==> config.mk <==
export PLATFORM = sky130hd
export DESIGN_NAME = ambisonic_channel_matrix_mixer_unit
export DESIGN_NICKNAME = d
export VERILOG_FILES = /design/src/hdl/acmm_pkg.sv /design/src/hdl/ambisonic_channel_matrix_mixer_unit.sv
export VERILOG_INCLUDE_DIRS = /design/src /design/src/hdl
export SDC_FILE = /design/constraint.sdc
export NUM_CORES = 2
export LEC_CHECK = 0
export ABC_AREA = 1
export ABC_CLOCK_PERIOD_IN_PS = 6600
export BUFFER_PORTS_ARGS = -buffer_cell sky130_fd_sc_hd__buf_4
export CAP_MARGIN = 0
export CORE_ASPECT_RATIO = 1.75
export CORE_MARGIN = 10
export CORE_UTILIZATION = 40
export DETAILED_ROUTE_END_ITERATION = 10
export PLACE_DENSITY = 0.57
export SLEW_MARGIN = 20
export SYNTH_ARGS = -nofsm -noshare
export SYNTH_HDL_FRONTEND = slang
export SYNTH_SLANG_ARGS = --single-unit
==> constraint.sdc <==
create_clock -name clk -period 6.6 [get_ports clk]
set_input_delay 0 -clock clk [delete_from_list [all_inputs] [get_ports clk]]
set_output_delay 0 -clock clk [all_outputs]
set_load 0.02 [all_outputs]
==> src/hdl/assert_macros.svh <==
// Assertion macros shared by the mixer RTL.
// No dependencies; the assertion bodies drop out when SYNTHESIS is defined.
`ifndef ASSERT_MACROS_SVH
`define ASSERT_MACROS_SVH
`ifndef SYNTHESIS
// Same-cycle implication, checked at each rising edge outside reset.
`define ACMM_ASSERT_NOW(label, clk, rst_n, ante, cons) \
	label: assert property (@(posedge clk) disable iff (!(rst_n)) (ante) |-> (cons)) \
		else $error("mixer assertion failed");
// Next-cycle implication, checked at each rising edge outside reset.
`define ACMM_ASSERT_NEXT(label, clk, rst_n, ante, cons) \
	label: assert property (@(posedge clk) disable iff (!(rst_n)) (ante) |=> (cons)) \
		else $error("mixer assertion failed");
`else
`define ACMM_ASSERT_NOW(label, clk, rst_n, ante, cons)
`define ACMM_ASSERT_NEXT(label, clk, rst_n, ante, cons)
`endif
`endif

==> src/hdl/acmm_pkg.sv <==
// Package for the ambisonic channel matrix mixer.
// It holds the opcodes, the fixed field widths and the sequencer state type.
// It has no dependencies.
package acmm_pkg;

	localparam int COEF_BITS  = 24;
	localparam int INDEX_BITS = 8;
	localparam int CHAN_BITS  = 4;
	localparam int FRAC_SHIFT = 20;

	localparam logic OP_LOAD   = 1'b0;
	localparam logic OP_SAMPLE = 1'b1;

	typedef enum logic [1:0] {
		ST_IDLE,
		ST_MAC,
		ST_DRAIN,
		ST_EMIT
	} seq_state_t;

endpackage

==> src/hdl/ambisonic_channel_matrix_mixer_unit.sv <==
// After the last sample of a frame, the output channels are computed in turn on the one
// shared multiply-accumulate: the coefficient and sample reads are registered, then the
// product, then the accumulator, and each sum leaves through the result register.
// Loads and samples are accepted only while the sequencer is idle.
// Reset (arst_n low) clears the sample count, the sequencer, the result valid flag and,
// through per-entry valid bits, the coefficients. Depends on acmm_pkg, assert_macros.svh.
`include "assert_macros.svh"

module ambisonic_channel_matrix_mixer_unit #(
	parameter int CHANNELS    = 7,
	parameter int SAMPLE_BITS = 24
) (
	input  logic                                 clk,
	input  logic                                 arst_n,
	// item channel
	input  logic                                 item_valid,
	output logic                                 item_stall,
	input  logic                                 opcode,
	input  logic [acmm_pkg::INDEX_BITS-1:0]      coef_index,
	input  logic signed [acmm_pkg::COEF_BITS-1:0] coef_value,
	input  logic signed [SAMPLE_BITS-1:0]        sample_value,
	// result channel
	output logic                                 result_valid,
	input  logic                                 result_stall,
	output logic [acmm_pkg::CHAN_BITS-1:0]       out_channel,
	output logic signed [SAMPLE_BITS-1:0]        out_value,
	output logic                                 out_last
);

	localparam int NUM_COEFS = CHANNELS * CHANNELS;
	localparam int AW        = $clog2(NUM_COEFS);
	localparam int CW        = $clog2(CHANNELS);
	localparam int PW        = acmm_pkg::COEF_BITS + SAMPLE_BITS;
	localparam int ACC_W     = PW + $clog2(CHANNELS);
	localparam int SH_W      = ACC_W - acmm_pkg::FRAC_SHIFT;

	localparam logic [CW-1:0] LAST_CH = CW'(CHANNELS - 1);

	// Sequencer state and counters.
	acmm_pkg::seq_state_t state_q, state_d;
	logic [CW-1:0] cnt_q;      // next sample slot within the frame
	logic [CW-1:0] k_q;        // output channel under computation
	logic [CW-1:0] i_q;        // input channel of the next product
	logic [AW-1:0] rd_addr_q;  // k_q + CHANNELS*i_q, stepped by CHANNELS

	// Coefficient store: memory with one write and one read port, plus valid bits.
	logic [acmm_pkg::COEF_BITS-1:0] coef_mem [NUM_COEFS];
	logic [NUM_COEFS-1:0]           coef_vld_q;

	// Frame sample registers.
	logic signed [SAMPLE_BITS-1:0] samp_q [CHANNELS];

	// MAC pipeline.
	logic                                 v_s1, last_s1, hit_s1;
	logic [acmm_pkg::COEF_BITS-1:0]       coef_raw_s1;
	logic signed [acmm_pkg::COEF_BITS-1:0] coef_s1;
	logic signed [SAMPLE_BITS-1:0]        samp_s1;
	logic                                 v_s2, last_s2;
	logic signed [PW-1:0]                 prod_s2;
	logic signed [ACC_W-1:0]              acc_q;

	// Result register.
	logic                          result_valid_q;
	logic [acmm_pkg::CHAN_BITS-1:0] out_channel_q;
	logic signed [SAMPLE_BITS-1:0] out_value_q;
	logic                          out_last_q;

	// Control decoded from state and handshakes.
	logic item_fire, load_fire, samp_fire, frame_done, in_range;
	logic issue, issue_last, emit_fire, out_free;

	logic signed [SH_W-1:0]        sh;
	logic                          fits;
	logic signed [SAMPLE_BITS-1:0] sat_value;

	assign item_stall = (state_q != acmm_pkg::ST_IDLE);
	assign item_fire  = item_valid && !item_stall;
	assign load_fire  = item_fire && (opcode == acmm_pkg::OP_LOAD);
	assign samp_fire  = item_fire && (opcode == acmm_pkg::OP_SAMPLE);
	assign frame_done = samp_fire && (cnt_q == LAST_CH);
	assign in_range   = (coef_index < acmm_pkg::INDEX_BITS'(NUM_COEFS));

	// Result register frees up when empty or when the held transaction leaves.
	assign out_free = !result_valid_q || !result_stall;

	// Next state and sequencer strobes.
	always_comb begin
		state_d    = state_q;
		issue      = 1'b0;
		issue_last = 1'b0;
		emit_fire  = 1'b0;
		unique case (state_q)
			acmm_pkg::ST_IDLE: begin
				if (frame_done) begin
					state_d = acmm_pkg::ST_MAC;
				end
			end
			acmm_pkg::ST_MAC: begin
				issue      = 1'b1;
				issue_last = (i_q == LAST_CH);
				if (issue_last) begin
					state_d = acmm_pkg::ST_DRAIN;
				end
			end
			acmm_pkg::ST_DRAIN: begin
				// The last product lands in the accumulator at this edge.
				if (v_s2 && last_s2) begin
					state_d = acmm_pkg::ST_EMIT;
				end
			end
			acmm_pkg::ST_EMIT: begin
				if (out_free) begin
					emit_fire = 1'b1;
					state_d   = (k_q == LAST_CH) ? acmm_pkg::ST_IDLE : acmm_pkg::ST_MAC;
				end
			end
			default: begin
				state_d = acmm_pkg::ST_IDLE;
			end
		endcase
	end

	always_ff @(posedge clk or negedge arst_n) begin
		if (!arst_n) begin
			state_q <= acmm_pkg::ST_IDLE;
		end else begin
			state_q <= state_d;
		end
	end

	// Advance the sample slot, output channel and product counters.
	always_ff @(posedge clk or negedge arst_n) begin
		if (!arst_n) begin
			cnt_q     <= '0;
			k_q       <= '0;
			i_q       <= '0;
			rd_addr_q <= '0;
		end else begin
			if (samp_fire) begin
				cnt_q <= frame_done ? '0 : cnt_q + 1'b1;
			end
			if (frame_done) begin
				k_q       <= '0;
				i_q       <= '0;
				rd_addr_q <= '0;
			end else if (issue) begin
				i_q       <= issue_last ? '0 : i_q + 1'b1;
				rd_addr_q <= rd_addr_q + AW'(CHANNELS);
			end else if (emit_fire) begin
				k_q       <= k_q + 1'b1;
				rd_addr_q <= AW'(k_q) + 1'b1;
			end
		end
	end

	// Coefficient memory: write on a load in range, registered read at all times.
	always_ff @(posedge clk) begin
		if (load_fire && in_range) begin
			coef_mem[coef_index[AW-1:0]] <= coef_value;
		end
		coef_raw_s1 <= coef_mem[rd_addr_q];
	end

	// Mark written entries; an unmarked entry reads as zero.
	always_ff @(posedge clk or negedge arst_n) begin
		if (!arst_n) begin
			coef_vld_q <= '0;
			hit_s1     <= 1'b0;
		end else begin
			if (load_fire && in_range) begin
				coef_vld_q[coef_index[AW-1:0]] <= 1'b1;
			end
			hit_s1 <= coef_vld_q[rd_addr_q];
		end
	end

	assign coef_s1 = hit_s1 ? $signed(coef_raw_s1) : '0;

	// Frame samples land in their slot in arrival order.
	always_ff @(posedge clk) begin
		if (samp_fire) begin
			samp_q[cnt_q] <= sample_value;
		end
		samp_s1 <= samp_q[i_q];
	end

	// Pipeline valids and the end-of-sum marker.
	always_ff @(posedge clk or negedge arst_n) begin
		if (!arst_n) begin
			v_s1    <= 1'b0;
			last_s1 <= 1'b0;
			v_s2    <= 1'b0;
			last_s2 <= 1'b0;
		end else begin
			v_s1    <= issue;
			last_s1 <= issue && issue_last;
			v_s2    <= v_s1;
			last_s2 <= v_s1 && last_s1;
		end
	end

	// One shared multiplier, registered before the accumulator.
	always_ff @(posedge clk) begin
		prod_s2 <= coef_s1 * samp_s1;
	end

	// Accumulate products; drop the sum once it has been emitted or when a frame completes.
	always_ff @(posedge clk or negedge arst_n) begin
		if (!arst_n) begin
			acc_q <= '0;
		end else if (emit_fire || frame_done) begin
			acc_q <= '0;
		end else if (v_s2) begin
			acc_q <= acc_q + ACC_W'(prod_s2);
		end
	end

	// Floor shift, then clamp to the sample range.
	assign sh        = SH_W'(acc_q >>> acmm_pkg::FRAC_SHIFT);
	assign fits      = (&sh[SH_W-1:SAMPLE_BITS-1]) || !(|sh[SH_W-1:SAMPLE_BITS-1]);
	assign sat_value = fits ? sh[SAMPLE_BITS-1:0]
		: (sh[SH_W-1] ? {1'b1, {(SAMPLE_BITS-1){1'b0}}} : {1'b0, {(SAMPLE_BITS-1){1'b1}}});

	// Result register: hold while stalled, load on emit.
	always_ff @(posedge clk or negedge arst_n) begin
		if (!arst_n) begin
			result_valid_q <= 1'b0;
		end else if (emit_fire) begin
			result_valid_q <= 1'b1;
		end else if (!result_stall) begin
			result_valid_q <= 1'b0;
		end
	end

	always_ff @(posedge clk) begin
		if (emit_fire) begin
			out_channel_q <= acmm_pkg::CHAN_BITS'(k_q);
			out_value_q   <= sat_value;
			out_last_q    <= (k_q == LAST_CH);
		end
	end

	assign result_valid = result_valid_q;
	assign out_channel  = out_channel_q;
	assign out_value    = out_value_q;
	assign out_last     = out_last_q;

	// A frame is always complete while its results are computed.
	`ACMM_ASSERT_NOW(a_cnt_idle_in_compute, clk, arst_n, state_q != acmm_pkg::ST_IDLE, cnt_q == '0)
	// The final product of a sum only arrives while draining.
	`ACMM_ASSERT_NOW(a_last_in_drain, clk, arst_n, v_s2 && last_s2, state_q == acmm_pkg::ST_DRAIN)
	// The read address tracks the coefficient position of the current term.
	`ACMM_ASSERT_NOW(a_addr_track, clk, arst_n, state_q == acmm_pkg::ST_MAC, rd_addr_q == AW'(k_q) + AW'(CHANNELS) * AW'(i_q))
	// An emit always leaves a valid result behind.
	`ACMM_ASSERT_NEXT(a_emit_valid, clk, arst_n, emit_fire, result_valid_q)

endmodule
Word level (Yosys, flattened, before mapping)
Memory sizes are Yosys's and may differ from the RTL's. A register that Yosys moved wholly into a read port is not among the register bits. Cells that the tools add are included.

Mux-type cells: 35. Equal/unequal tests: 12. Add/subtract/negate cells: 6. $mul: 1. Reductions and logical operators: 26. Bitwise gates (word level): 2. $lt $le $gt $ge: 4.

Operators with widths (count): $mux W51 (2); $mux W24 (3); $add A51 B48 Y51 (1); $or A49 B49 Y49 (1); $mul A24 B24 Y48 (1); $mux W3 (7); $mux W6 (3); $lt A6 B7 Y1 const B (2); $mux W1 (13); $ne A2 B2 Y1 const B (5); $add A3 B1 Y3 const B (3); $eq A3 B3 Y1 const B (3); $logic_and A1 B1 Y1 (9); $lt A8 B6 Y1 const B (1); $mux W2 (4); $pmux W2 S4 (1); $reduce_and A8 Y1 (1); $reduce_bool A2 Y1 (4); $reduce_or A8 Y1 (1); $add A6 B3 Y6 const B (1); $bmux W1 S6 (1); $demux W1 S6 (1); $ge A6 B1 Y1 const B (1); $add A3 B1 Y4 const B (1); other kinds (10) (16).

Memories kept: 2. Flip-flop bits (word level): 199. Memory bits (writable): 1344.

Memory list: coef_mem (words 49, width 24, rd ports 1, clocked after memory_dff 1, write ports 1, line ambisonic_channel_matrix_mixer_unit.sv:47) `logic [acmm_pkg::COEF_BITS-1:0] coef_mem [NUM_COEFS];`; samp_q (words 7, width 24, rd ports 1, clocked after memory_dff 1, write ports 1, line ambisonic_channel_matrix_mixer_unit.sv:51) `logic signed [SAMPLE_BITS-1:0] samp_q [CHANNELS];`.

Depth between registers and ports, before layout
Depth after elaboration: 7. Mapped depth: 33. Gate-level depth less buffers: 30.

Least setup slack after synthesis
OpenSTA, ideal clock, no wires.

Path kind: register -> register. Start: register hit_s1. End: register prod_s2[47]. Arrival: 6.485 ns. Clock period less this slack: 6.597 ns. Library setup time: 0.112 ns. Path slack: 0.003 ns. Stages on the path, launching flop included: 28. Cell sequence: dfrtp_1 -> clkbuf_1 -> nand2_1 -> clkbuf_1 -> nor2_1 -> fa_1 -> fa_1 -> inv_1 -> fa_1 -> inv_1 -> fa_1 -> inv_1 -> fa_1 -> fa_1 -> fa_1 -> inv_1 -> ha_1 -> inv_1 -> nor3_1 -> inv_1 -> nor2_1 -> nand2_1 -> nor2_1 -> nand2_1 -> nand3_1 -> inv_1 -> nand2_1 -> nand2_1.

Word-level cells in the longest chain between the ends: 2.

Ends and longest elaborated chain: start, declared (line ambisonic_channel_matrix_mixer_unit.sv:54) `logic v_s1, last_s1, hit_s1;`; start signal, assigned (line ambisonic_channel_matrix_mixer_unit.sv:173) `hit_s1 <= coef_vld_q[rd_addr_q];`; $mux W24 (line ambisonic_channel_matrix_mixer_unit.sv:177) `assign coef_s1 = hit_s1 ? $signed(coef_raw_s1) : '0;`; $mul A24 B24 Y48 (line ambisonic_channel_matrix_mixer_unit.sv:204) `prod_s2 <= coef_s1 * samp_s1;`; end signal, assigned (line ambisonic_channel_matrix_mixer_unit.sv:204); end, declared (line ambisonic_channel_matrix_mixer_unit.sv:59) `logic signed [PW-1:0] prod_s2;`.

No other way between the ends. A chain may end at the register's enable or synchronous reset.

Final worst setup path
Start: register hit_s1. End: register prod_s2[40].

The elaborated chain is that of the path after synthesis.

==> run_results.csv <==
group,metric,value,unit
status,outcome,"completed",
cts,clkTransAtPathRegs,60,ps
yosys,synthTopCellsByCount,"1372 x edfxtp_1, 1330 x nor2_1, 1329 x nand2_1",
floorplanning,die_width,372,um
cts,clock_latency,820,ps
critical_path,cp_max_fo,11,
yosys,synth_cell_types,47,
sta,fmax,0.153,GHz
critical_path,critical_path.slowest_cell,"fa_2",
hold_path,hp-class,"in -> reg",
yosys,syn_nets,9191,
place,placedCellCount,11300,
yosys,synth.area.top_cells,"edfxtp_1 47%, fa_1 14%, nor2_1 5.7%",
floorplanning,io_pins,92,
final_layout,fillers,20100,
floorplanning,core_area,216000,um^2
sta,tightest_slew,1230,ps
floorplanning,die_area,237000,um^2
critical_path,crit_top_cell,"fa_1",
final_layout,nNetsFinal,9608,
sta,setup_viol,0,
cts,cts_max_level,4,
sta,worst_hold_slack,39.2,ps
global_route,antenna_found_initial,11,
cts,cts_buffer_depth,4,
drt,routed_wirelength,286000,um
yosys,synth_flop_cell,"edfxtp_1",
yosys,synth-seq-cells,1591,
final_layout,fin_util,0.466,
drt,drc,0,
yosys,ys_seq_area_frac,0.532,
final_layout,syn_to_final_growth,16.1,%
drt,drt-initial-drc-count,4285,
final_layout,drive_gt1_frac,0.136,
cts,cts.sinks,1591,
yosys,synth_cells,8326,
yosys,syn_area,86900,um^2
drt,antenna_left,0,
cts,root_buffer,"clkbuf_16",
sta,fin_skew,57.8,ps
global_route,overflow,0,
critical_path,critPathMaxStageDelay,630,ps
sta,hold_violations,0,
critical_path,start_kind,"register",
global_route,grt_start_max_net_pins,185,
yosys,synth.avg_cell_area,10.4,um^2
drt,wl_per_cell,24.4,um
yosys,netlist.area_leader.share,0.474,
sta,rsz0062_at_grt,"yes",
cts,numCtsBuffers,159,
floorplanning,num_rows,226,
yosys,yosys_warnings,0,
floorplanning,die_y,637,um
global_route,grt_pass1_wl,418000,um
yosys,ys_async_sr_fraction,0.0773,
global_route,first_global_vias,64200,
floorplanning,initial_utilization,0.402,
sta,fin_crit_sh,0.987,
drt,viasPerCell,5.36,
critical_path,crit_path_end_kind,"register",
yosys,yosysMostFrequentCell,"edfxtp_1",
sta,report.final.slew_viol_count,0,
flow_run,drv_cap,0,
drt,vias,62800,
place,globalplace.congestion,1.02,
critical_path,crit_arrival,7260,ps
yosys,synth_enable_flop_cells,1372,
sta,period_needed,6510,ps
sta,slew_headroom,0.172,
place,port_buffers,90,
final_layout,finalInstanceArea,101000,um^2
cts,cts_tree,"yes",
place,dpl-instance-area,93600,um^2
drt,dr.pass1.iters,6,
place,hpwlAfterDp,201000,um
yosys,yosys.area.top_type,"edfxtp_1",
critical_path,cp.required,7350,ps
global_route,gr-usage-all-layers,0.237,
critical_path,critPathKind,"reg -> reg",
final_layout,finalNonFillerCells,11700,
[cell families (layout without fill, tap and decap cells)]
logic type	count (synthesis)	count (layout)	synth area share
flip-flops	1591	1591	0.532
adder cells (fa/ha/maj)	804	804	0.168
AO/OA/AOI/OAI	1372	1372	0.0886
AND/OR/NAND/NOR	3030	3030	0.139
XOR/XNOR	45	45	0.00454
other	1	3	0.0000432
buffers and inverters	1483	2019	0.0682
[final timing paths]
path / from / endpoint / slack, ps / cells after the start
setup reg to reg: hit_s1 / prod_s2[40] / 90 / 28
hold / removal: sample_value[19] / samp_q[2][19] / 40 / 2
max in group asynchronous: arst_n / rd_addr_q[0] / 5600 / 4
setup / recovery: hit_s1 / prod_s2[40] / 90 / 28
hold reg to reg: v_s1 / v_s2 / 370 / 0
min in group asynchronous: arst_n / acc_q[31] / 320 / 4
[layer usage]
metal	up-vias	global-route usage	share of wire
li1	28400	-	-
met1	31600	0.240	0.33
met2	2030	0.442	0.54
met3	860	0.0301	0.044
met4	0	0.168	0.087
met5	-	0	0
[through the flow]
stage                     setup TNS (ps)  setup WS (ps)
final                                  0           85.1
after global routing               -1090           -133
after CTS                          -36.5          -15.6
after detailed placement           -3900           -399
after global placement             -4390           -465
after floorplan                        0           2.90
[area by class of cell]
type | instances | area (um^2) | share of cell area
sequential | 1591 | 46200 | 0.458
multi-input combinational | 5252 | 36100 | 0.358
timing repair buffer | 659 | 5950 | 0.0590
clock buffer | 200 | 4250 | 0.0421
inverter | 1080 | 4120 | 0.0408
tap | 2850 | 3570 | 0.0353
clock inverter | 80 | 707 | 0.00701
antenna | 2 | 5.00 | 0.0000496
[registers in the layout (all words and copies together) (netlist names), 6 cells and up]
name	flops
acc_q	51
prod_s2	48
samp_s1	24
out_value	24
coef_vld_q	49
coef_raw_s1	24
rd_addr_q	6
coef_mem	1176
samp_q	168
[cells in the final DEF (no fill, tap or decap), types with 27 or more instances in the layout]
cell type | synthesis | layout
clkbuf_16 | 0 | 163
buf_12 | 1 | 51
ha_1 | 196 | 171
clkbuf_1 | 266 | 32
buf_4 | 16 | 495
dfrtp_1 | 123 | 117
nand3_1 | 201 | 197
dfxtp_1 | 96 | 96
nor2_2 | 1 | 94
fa_1 | 608 | 564
nor2_1 | 1330 | 1200
o221ai_1 | 27 | 27
o21ai_0 | 750 | 729
o211ai_1 | 94 | 94
nand2_2 | 1 | 37
o21ai_1 | 65 | 79
a21oi_1 | 176 | 153
clkinv_1 | 7 | 27
o22ai_1 | 202 | 202
nand4_1 | 100 | 100
inv_2 | 2 | 38
edfxtp_1 | 1372 | 1372
dlygate4sd3_1 | 0 | 86
or2_2 | 27 | 27
xor2_1 | 30 | 28
clkinv_2 | 0 | 29
nand2_1 | 1329 | 1285
fa_2 | 0 | 44
inv_1 | 1070 | 1022
nor2_4 | 1 | 38
[critical path, delay by kind of cell, from the launching register on]
family / cells / cell delay (ps)
AOI/OAI and AO/OA: 3 / 500
adders and majority gates: 8 / 3960
buffers and inverters: 10 / 990
DFF: 1 / 390
and+or+nand+nor: 7 / 570
[timing repair]
action / CTS / global route
setup buffers: 2 / 31
endpoints found under the hold margin: 1587 / 0
gates cloned: 0 / 2
gates resized for setup: 51 / 319
pin swaps: 6 / 85
setup endpoints to repair: 30 / 33
hold buffers: 87 / 0
Power is not shown: default switching activity piles up to over one toggle a cycle in this logic, so the estimate is an artifact.
